$ cat src/hw/rtl/d54b_pkg.sv
// Shared types and constants for the DMX512 to D54 frame bridge.
package d54b_pkg;

    localparam int STORE_DEPTH = 512;
    localparam int STORE_AW    = $clog2(STORE_DEPTH);

    localparam int CFG_AW = 3;
    localparam int CFG_DW = 10;

    localparam logic [9:0] CHANNEL_COUNT_RST   = 10'd384;
    localparam logic [7:0] SYNC_TICKS_RST      = 8'd1;
    localparam logic [7:0] BYTE_TICKS_RST      = 8'd3;
    localparam logic [7:0] EOF_TICKS_RST       = 8'd10;
    localparam logic [7:0] START_TICKS_RST     = 8'd10;

    typedef enum logic [CFG_AW-1:0] {
        CFG_CHANNEL_COUNT   = 3'd0,
        CFG_SYNC_TICKS      = 3'd1,
        CFG_BYTE_TICKS      = 3'd2,
        CFG_EOF_TICKS       = 3'd3,
        CFG_START_TICKS     = 3'd4,
        CFG_SYNC_ACTIVE_LOW = 3'd5
    } cfg_index_t;

    typedef enum logic [1:0] {
        REQ_BYTE    = 2'd0,
        REQ_TIMEOUT = 2'd1,
        REQ_TICK    = 2'd2
    } req_type_t;

    typedef enum logic [1:0] {
        PH_START = 2'd0,
        PH_SYNC  = 2'd1,
        PH_BYTE  = 2'd2,
        PH_EOF   = 2'd3
    } phase_t;

    typedef enum logic [1:0] {
        DATA_KEEP = 2'd0,
        DATA_ZERO = 2'd1,
        DATA_LOAD = 2'd2
    } data_op_t;

    // Item in flight between acceptance and the output register
    typedef struct packed {
        data_op_t   data_op;
        logic       sync;
        logic [7:0] hold;
        logic       updated;
        logic       ok;
    } stage_t;

endpackage

$ cat src/hw/rtl/dmx_to_d54_frame_bridge_unit.sv
// DMX512 to D54 frame bridge: channel store, frame sequencer and result stage.
// An accepted item passes through stage 1 and then the output register before it shows on m_tvalid.
// Throughput: one item per cycle while m_tready keeps the output moving; the channel store (one write
// port, one read port with a registered read) takes at most one access per item.
// Reset: rst_n clears control state at once, then a clearing pass over all
// STORE_DEPTH (512) entries zeroes the channel store; s_tready stays low until it ends.
module dmx_to_d54_frame_bridge_unit
(
    input  logic                          clk,
    input  logic                          rst_n,
    // configuration write port
    input  logic                          cfg_we,
    input  logic [d54b_pkg::CFG_AW-1:0]   cfg_addr,
    input  logic [d54b_pkg::CFG_DW-1:0]   cfg_wdata,
    // input items
    input  logic                          s_tvalid,
    output logic                          s_tready,
    input  logic [7:0]                    s_tdata,   // [7:0] rx_byte
    input  logic [2:0]                    s_tuser,   // [1:0] req_type, [2] framing_error
    // result items
    output logic                          m_tvalid,
    input  logic                          m_tready,
    output logic [23:0]                   m_tdata    // [7:0] data_out, [8] sync_asserted,
                                                     // [9] sync_pin, [17:10] hold_ticks,
                                                     // [18] hold_updated, [19] dmx_ok,
                                                     // [23:20] zero
);

    // ------------------------------------------------------------------
    // Configuration registers
    // ------------------------------------------------------------------
    logic [9:0] channel_count_reg;
    logic [7:0] sync_ticks_reg;
    logic [7:0] byte_ticks_reg;
    logic [7:0] eof_ticks_reg;
    logic [7:0] start_ticks_reg;
    logic       sync_active_low_reg;

    always_ff @(posedge clk or negedge rst_n)
    begin
        if (!rst_n)
        begin
            channel_count_reg   <= d54b_pkg::CHANNEL_COUNT_RST;
            sync_ticks_reg      <= d54b_pkg::SYNC_TICKS_RST;
            byte_ticks_reg      <= d54b_pkg::BYTE_TICKS_RST;
            eof_ticks_reg       <= d54b_pkg::EOF_TICKS_RST;
            start_ticks_reg     <= d54b_pkg::START_TICKS_RST;
            sync_active_low_reg <= 1'b0;
        end
        else if (cfg_we)
        begin
            case (cfg_addr)
                d54b_pkg::CFG_CHANNEL_COUNT:   channel_count_reg   <= cfg_wdata[9:0];
                d54b_pkg::CFG_SYNC_TICKS:      sync_ticks_reg      <= cfg_wdata[7:0];
                d54b_pkg::CFG_BYTE_TICKS:      byte_ticks_reg      <= cfg_wdata[7:0];
                d54b_pkg::CFG_EOF_TICKS:       eof_ticks_reg       <= cfg_wdata[7:0];
                d54b_pkg::CFG_START_TICKS:     start_ticks_reg     <= cfg_wdata[7:0];
                d54b_pkg::CFG_SYNC_ACTIVE_LOW: sync_active_low_reg <= cfg_wdata[0];
                default: ; // drop writes beyond the register list
            endcase
        end
    end

    // ------------------------------------------------------------------
    // Handshake and pipeline control
    // ------------------------------------------------------------------
    logic                             clearing_reg;
    logic [d54b_pkg::STORE_AW-1:0]    clr_cnt_reg;
    logic                             s1_valid_reg;
    d54b_pkg::stage_t                 s1_reg;
    logic                             m_tvalid_reg;

    logic accept;
    logic s1_adv;      // stage 1 may move into the output register
    logic s1_move;

    assign s1_adv   = !m_tvalid_reg || m_tready;
    assign s1_move  = s1_valid_reg && s1_adv;
    assign s_tready = !clearing_reg && (!s1_valid_reg || s1_adv);
    assign accept   = s_tvalid && s_tready;

    // Decode the item
    logic [1:0] req;
    logic       ferr;
    logic       is_tick;
    logic       good_byte;
    logic       rx_drop;     // framing error or timeout: reset the write side

    assign req       = s_tuser[1:0];
    assign ferr      = s_tuser[2];
    assign is_tick   = accept && (req == d54b_pkg::REQ_TICK);
    assign good_byte = accept && (req == d54b_pkg::REQ_BYTE) && !ferr;
    assign rx_drop   = accept && (((req == d54b_pkg::REQ_BYTE) && ferr)
                                  || (req == d54b_pkg::REQ_TIMEOUT));

    // ------------------------------------------------------------------
    // Frame sequencer state
    // ------------------------------------------------------------------
    d54b_pkg::phase_t phase_reg, phase_next;
    logic [9:0]       read_index_reg, read_index_next;
    logic             sync_reg, sync_next;
    logic [7:0]       hold_reg, hold_next;
    d54b_pkg::data_op_t data_op;
    logic             rd_en;
    logic             rd_in_range;
    logic             more_channels;

    assign rd_in_range   = (32'(read_index_reg) < d54b_pkg::STORE_DEPTH);
    assign more_channels = (read_index_reg < channel_count_reg);

    // Next phase
    always_comb
    begin
        phase_next = phase_reg;
        if (is_tick)
        begin
            case (phase_reg)
                d54b_pkg::PH_START: phase_next = d54b_pkg::PH_SYNC;
                d54b_pkg::PH_SYNC:  phase_next = d54b_pkg::PH_BYTE;
                d54b_pkg::PH_BYTE:  phase_next = more_channels ? d54b_pkg::PH_SYNC
                                                               : d54b_pkg::PH_EOF;
                d54b_pkg::PH_EOF:   phase_next = d54b_pkg::PH_START;
                default:            phase_next = d54b_pkg::PH_START;
            endcase
        end
    end

    // Phase actions
    always_comb
    begin
        read_index_next = read_index_reg;
        sync_next       = sync_reg;
        hold_next       = hold_reg;
        data_op         = d54b_pkg::DATA_KEEP;
        rd_en           = 1'b0;
        if (is_tick)
        begin
            case (phase_reg)
                d54b_pkg::PH_START:
                begin
                    read_index_next = '0;
                    data_op         = d54b_pkg::DATA_ZERO;
                    sync_next       = 1'b1;
                    hold_next       = sync_ticks_reg;
                end
                d54b_pkg::PH_SYNC:
                begin
                    // fetch the channel byte; past the store end it reads as zero
                    data_op         = rd_in_range ? d54b_pkg::DATA_LOAD : d54b_pkg::DATA_ZERO;
                    rd_en           = rd_in_range;
                    read_index_next = read_index_reg + 10'd1;
                    sync_next       = 1'b0;
                    hold_next       = byte_ticks_reg;
                end
                d54b_pkg::PH_BYTE:
                begin
                    data_op   = d54b_pkg::DATA_ZERO;
                    sync_next = 1'b1;
                    hold_next = more_channels ? sync_ticks_reg : eof_ticks_reg;
                end
                default:
                begin
                    data_op   = d54b_pkg::DATA_ZERO;
                    sync_next = 1'b0;
                    hold_next = start_ticks_reg;
                end
            endcase
        end
    end

    // DMX receive side: write index and ok flag
    logic [d54b_pkg::STORE_AW-1:0] write_index_reg, write_index_next;
    logic                          ok_reg, ok_next;

    always_comb
    begin
        write_index_next = write_index_reg;
        ok_next          = ok_reg;
        if (good_byte)
        begin
            ok_next = 1'b1;
            if (32'(write_index_reg) == d54b_pkg::STORE_DEPTH - 1)
                write_index_next = '0;
            else
                write_index_next = write_index_reg + 1'b1;
        end
        else if (rx_drop)
        begin
            ok_next          = 1'b0;
            write_index_next = '0;
        end
    end

    always_ff @(posedge clk or negedge rst_n)
    begin
        if (!rst_n)
        begin
            phase_reg       <= d54b_pkg::PH_START;
            read_index_reg  <= '0;
            sync_reg        <= 1'b0;
            hold_reg        <= d54b_pkg::START_TICKS_RST;
            write_index_reg <= '0;
            ok_reg          <= 1'b1;
        end
        else
        begin
            phase_reg       <= phase_next;
            read_index_reg  <= read_index_next;
            sync_reg        <= sync_next;
            hold_reg        <= hold_next;
            write_index_reg <= write_index_next;
            ok_reg          <= ok_next;
        end
    end

    // ------------------------------------------------------------------
    // Channel store: one write port, one registered read port.
    // A byte written by one item is visible to the read of any later item,
    // since a read and a write never come from the same item.
    // ------------------------------------------------------------------
    logic [7:0]                    store_mem [d54b_pkg::STORE_DEPTH];
    logic                          mem_we;
    logic [d54b_pkg::STORE_AW-1:0] mem_waddr;
    logic [7:0]                    mem_wdata;
    logic [7:0]                    mem_rdata_reg;

    assign mem_we    = clearing_reg || good_byte;
    assign mem_waddr = clearing_reg ? clr_cnt_reg : write_index_reg;
    assign mem_wdata = clearing_reg ? 8'd0 : s_tdata;

    always_ff @(posedge clk)
    begin
        if (mem_we)
            store_mem[mem_waddr] <= mem_wdata;
    end

    // Read data is held until its item leaves stage 1
    always_ff @(posedge clk)
    begin
        if (rd_en)
            mem_rdata_reg <= store_mem[read_index_reg[d54b_pkg::STORE_AW-1:0]];
    end

    // Clearing pass after reset
    always_ff @(posedge clk or negedge rst_n)
    begin
        if (!rst_n)
        begin
            clearing_reg <= 1'b1;
            clr_cnt_reg  <= '0;
        end
        else if (clearing_reg)
        begin
            clr_cnt_reg <= clr_cnt_reg + 1'b1;
            if (32'(clr_cnt_reg) == d54b_pkg::STORE_DEPTH - 1)
                clearing_reg <= 1'b0;
        end
    end

    // ------------------------------------------------------------------
    // Stage 1: item waits for its store read
    // ------------------------------------------------------------------
    always_ff @(posedge clk or negedge rst_n)
    begin
        if (!rst_n)
            s1_valid_reg <= 1'b0;
        else if (accept)
            s1_valid_reg <= 1'b1;
        else if (s1_adv)
            s1_valid_reg <= 1'b0;
    end

    always_ff @(posedge clk)
    begin
        if (accept)
        begin
            s1_reg.data_op <= data_op;
            s1_reg.sync    <= sync_next;
            s1_reg.hold    <= hold_next;
            s1_reg.updated <= is_tick;
            s1_reg.ok      <= ok_next;
        end
    end

    // ------------------------------------------------------------------
    // Output register; data_reg is the D54 data register itself
    // ------------------------------------------------------------------
    logic [7:0] data_reg, data_next;
    logic       out_sync_reg;
    logic [7:0] out_hold_reg;
    logic       out_updated_reg;
    logic       out_ok_reg;

    always_comb
    begin
        case (s1_reg.data_op)
            d54b_pkg::DATA_ZERO: data_next = 8'd0;
            d54b_pkg::DATA_LOAD: data_next = mem_rdata_reg;
            default:             data_next = data_reg;
        endcase
    end

    always_ff @(posedge clk or negedge rst_n)
    begin
        if (!rst_n)
        begin
            m_tvalid_reg <= 1'b0;
            data_reg     <= 8'd0;
        end
        else if (s1_move)
        begin
            m_tvalid_reg <= 1'b1;
            data_reg     <= data_next;
        end
        else if (m_tready)
        begin
            m_tvalid_reg <= 1'b0;
        end
    end

    always_ff @(posedge clk)
    begin
        if (s1_move)
        begin
            out_sync_reg    <= s1_reg.sync;
            out_hold_reg    <= s1_reg.hold;
            out_updated_reg <= s1_reg.updated;
            out_ok_reg      <= s1_reg.ok;
        end
    end

    assign m_tvalid = m_tvalid_reg;
    assign m_tdata  = {4'd0,
                       out_ok_reg,
                       out_updated_reg,
                       out_hold_reg,
                       out_sync_reg ^ sync_active_low_reg,
                       out_sync_reg,
                       data_reg};

    // ------------------------------------------------------------------
    // Assertions
    // ------------------------------------------------------------------
    a_no_accept_while_clearing: assert property (
        @(posedge clk) disable iff (!rst_n)
        clearing_reg |-> !s_tready)
        else $error("item accepted during store clearing");

    a_no_overwrite_stalled_stage: assert property (
        @(posedge clk) disable iff (!rst_n)
        accept |-> !(s1_valid_reg && !s1_adv))
        else $error("accepted item overwrote a stalled stage 1 item");

    a_start_tick_enters_sync: assert property (
        @(posedge clk) disable iff (!rst_n)
        (is_tick && phase_reg == d54b_pkg::PH_START)
            |=> (phase_reg == d54b_pkg::PH_SYNC) && (read_index_reg == 10'd0) && sync_reg)
        else $error("start tick did not open a frame");

    a_read_only_in_sync: assert property (
        @(posedge clk) disable iff (!rst_n)
        rd_en |-> (phase_reg == d54b_pkg::PH_SYNC) && !mem_we)
        else $error("store read outside the sync phase or together with a write");

endmodule

$ cat config.mk
export PLATFORM = sky130hd
export DESIGN_NAME = dmx_to_d54_frame_bridge_unit
export DESIGN_NICKNAME = d
export VERILOG_FILES = /design/src/hw/rtl/d54b_pkg.sv /design/src/hw/rtl/dmx_to_d54_frame_bridge_unit.sv
export SDC_FILE = /design/constraint.sdc
export NUM_CORES = 2
export LEC_CHECK = 0
export BUFFER_PORTS_ARGS = -buffer_cell sky130_fd_sc_hd__buf_2
export CAP_MARGIN = 20
export CORE_MARGIN = 2
export CORE_UTILIZATION = 44
export DETAILED_ROUTE_END_ITERATION = 7
export HOLD_SLACK_MARGIN = 0.12
export PLACE_DENSITY = 0.65
export SYNTH_ARGS = -nofsm -noshare
export SYNTH_HDL_FRONTEND = slang
export SYNTH_SLANG_ARGS = --single-unit
$ cat constraint.sdc
create_clock -name clk -period 18 [get_ports clk]
set_input_delay 1.8 -clock clk [delete_from_list [all_inputs] [get_ports clk]]
set_output_delay 1.8 -clock clk [all_outputs]
set_load 0.02 [all_outputs]
==> impl_metrics.env <==
export IMPL_wl_met3_mm=49.85
export IMPL_regArea_sq_um=126400
export IMPL_yosysWarningCount=0
export IMPL_antenna_found_initial=23
export IMPL_rsz0062_at_grt="false"
export IMPL_layoutNonFillerInstCount=13460
export IMPL_setup_ws_ns=10.94
export IMPL_cts_buffer_depth=4
export IMPL_core_region_area_sq_um=373000
export IMPL_gp_congestion=0.8590
export IMPL_synth_top_family_by_area="multiplexers"
export IMPL_syn_area_per_cell_sq_um=20.68
export IMPL_finalPower_mw=25.21
export IMPL_fmax_ghz=0.1417
export IMPL_cts_resized=0
export IMPL_irDropWorstVdd_v=0.0001197
export IMPL_synthesis_area_sq_um=165200
export IMPL_layout_nets=8170
export IMPL_cts_buffers=409
export IMPL_endpoint="mem_rdata_reg[5]$_DFFE_PP_"
export IMPL_clk_pin_slew_ns=0.06
export IMPL_fin_crit_sh_pct=39.22
export IMPL_routed_wl_mm=445.2
export IMPL_crit_fanout=92
export IMPL_crit_buf_inv=5
export IMPL_end_kind="register"
export IMPL_clock_sinks=4222
export IMPL_synth_compound_area_share_pct=3.200
export IMPL_r2r_end="mem_rdata_reg[5]$_DFFE_PP_"
export IMPL_path_delay_family="buffers and inverters"
export IMPL_critPathSlowestCell="dfrtp_4"
export IMPL_yosysSeqAreaShare_pct=76.49
export IMPL_port_buffers=50
export IMPL_worstSetupStartpoint="read_index_reg[0]$_DFFE_PN0P_"
export IMPL_drt_iter0_markers=11640
export IMPL_grt_use_total_pct=23.00
export IMPL_ys_async_sr_fraction_pct=2.226
export IMPL_fillers=29270
export IMPL_slowest_delay_ns=0.87
export IMPL_cts_htree_levels=5
export IMPL_largest_register_ffs=4096
export IMPL_hpwlAfterDp_mm=257.5
export IMPL_wl_met1_mm=172.1
export IMPL_hold_start="s1_reg[7]$_DFFE_PP_"
export IMPL_cp_data_required_time_ns=18.71
export IMPL_top_layer="met5"
export IMPL_reg2reg_slack_ns=10.94
export IMPL_p_leak_nw=55.56
export IMPL_slew_violations=0
export IMPL_yosys_area_share_adder_pct=0.1136
export IMPL_grt_pass1_vias=82280
export IMPL_avgRoutedWirePerCell_microns=33.08
export IMPL_yosysMostFrequentCell="edfxtp_1"
export IMPL_drc=0
export IMPL_relSlewSlack_pct=8.462
export IMPL_rows=224
export IMPL_r2r_start="read_index_reg[0]$_DFFE_PN0P_"
export IMPL_synth_cell_types=78
export IMPL_fin_setup_tns_ns=0
export IMPL_hp_class="register to register"
export IMPL_wl_met2_mm=205.7
export IMPL_vias_per_cell=6.211
export IMPL_synth_edf_count=4128
export IMPL_yosys_area_share_simple_pct=2.540
export IMPL_path_cells="buf_4, buf_12, buf_4, buf_4, mux4_2, a221o_1, a21oi_1, a31oi_1, a2111oi_0, buf_4, nor4_1, or4_1"
export IMPL_vias=83590
export IMPL_io_pins=55
export IMPL_post_cts_setup_buffer_count=0
export IMPL_synth_top_area_share_pct=75.05
export IMPL_yosys_area_top_type="edfxtp_1"
export IMPL_ys_ff_latch=4222
export IMPL_die_area_sq_um=380300
export IMPL_initial_core_util_pct=44.27
export IMPL_synthCells=7987
export IMPL_synth_mux_area_fraction_pct=15.65
export IMPL_ant_nets=0
export IMPL_multi_input_area_sq_um=35840
export IMPL_powerDensity_nw_per_um2=136.9
export IMPL_rr_worst_depth=12
export IMPL_status="finished, final reports clean"
export IMPL_dp_cells=12680
export IMPL_grt_max_degree=256
export IMPL_worst_pin_slew_ns=1.373
export IMPL_area_growth_syn_to_layout_pct=11.54
export IMPL_place_ws_ns=10.85
export IMPL_drt_pass1_iter_count=5
export IMPL_yosys_area_share_xor_xnor_pct=0.05303
export IMPL_drive_above_1_share_pct=21.81
export IMPL_yosys_top_cells_count="4128 x edfxtp_1, 886 x mux4_2, 603 x nor2_1"
export IMPL_drv_cap=0
export IMPL_fin_worst_skew_ns=0.04283
export IMPL_crit_type="register to register"
export IMPL_report_final_hold_viol_count=0
export IMPL_clk_latency_ns=0.98
export IMPL_die_height_microns=616.7
export IMPL_critical_path_most_common_cell="buf_4"
export IMPL_grt_pass1_wl_mm=626.1
export IMPL_fp_dieW_microns=616.7
export IMPL_cts_root_buf="clkbuf_16"
export IMPL_arrival_ns=7.77
export IMPL_fin_crit_ns=7.059
export IMPL_finalSetupViolations=0
export IMPL_synth_ff_type="edfxtp_1"
export IMPL_cp_start_kind="register"
export IMPL_overflow=0
export IMPL_cts_tree="yes"
export IMPL_crit_cells=12
export IMPL_synth_area_leaders="edfxtp_1 75%, mux4_2 12%, mux2i_1 2.9%, nor2_1 1.4%, dfrtp_1 1.2%"
export IMPL_hold_buffers=0
worst reg2reg max path: cells and delay by family (launching register included):
kind	cells	cell delay (ns)
buffers and inverters	5	3.40
AO/OA/AOI/OAI	4	1.22
flip-flops	1	0.87
multiplexers	1	0.60
AND/OR/NAND/NOR	2	0.71
worst min-delay path by stage:
stage | to | slack [ns] | cells past startpoint
4_1_cts | out_hold_reg[3]$_DFFE_PP_ | 0.42 | 0
6_report | out_hold_reg[5]$_DFFE_PP_ | 0.41 | 0
3_5_place_dp | out_hold_reg[7]$_DFFE_PP_ | 0.40 | 0
5_1_grt | out_hold_reg[3]$_DFFE_PP_ | 0.43 | 0
2_1_floorplan | out_hold_reg[0]$_DFFE_PP_ | 0.40 | 0
3_3_place_gp | out_hold_reg[0]$_DFFE_PP_ | 0.41 | 0
cells by family (layout without fill, tap and decap cells):
group	after synthesis	in the layout
DFF	4222	4222
other	1	14
adders and majority gates	15	15
AOI/OAI and AO/OA	781	781
muxes	1433	1433
and+or+nand+nor	991	991
buffers and inverters	534	1021
xor gates and xnor gates	10	10
final cells by class:
class | count | area share (%)
sequential | 4222 | 68.59
multi-input combinational | 3234 | 19.45
clock buffer | 496 | 5.830
tap | 4972 | 3.377
clock inverter | 266 | 1.614
timing repair buffer | 235 | 1.070
inverter | 24 | 0.05026
antenna | 10 | 0.01358
where the power goes:
part,switching (mW),internal [mW]
logic,3.24,2.24
registers,0.0949,10.9
clock network,3.73,5.06
total,7.06,18.2
placed cells by master, fill, tap and decap left out, types with 78 or more instances in the layout:
master | Yosys | layout
clkinv_2 | 0 | 79
nand2_1 | 174 | 174
o221ai_1 | 78 | 78
mux4_2 | 886 | 886
buf_4 | 60 | 159
a22oi_1 | 78 | 78
clkbuf_16 | 0 | 415
a221oi_1 | 85 | 85
a21oi_1 | 142 | 142
edfxtp_1 | 4128 | 4128
clkinv_1 | 3 | 84
mux2i_1 | 483 | 483
nor2_1 | 603 | 598
o21ai_0 | 172 | 171
per-layer routing:
layer	vias to the layer above	track usage (%)
li1	33430	-
met1	44540	31.61
met2	4800	35.32
met3	802	6.237
met4	26	8.533
met5	-	0
stage by stage:
stage	utilization [%]	area, sq um	hold slack [ns]
floorplan	-	165200	0.4003
global placement	45.67	170400	0.4054
detailed placement	45.68	170400	0.4045
CTS	49.35	184100	0.4185
global route	49.38	184200	0.4280
finish	49.38	184200	0.4129
No activity file was read; power rests on OpenSTA's default activity.
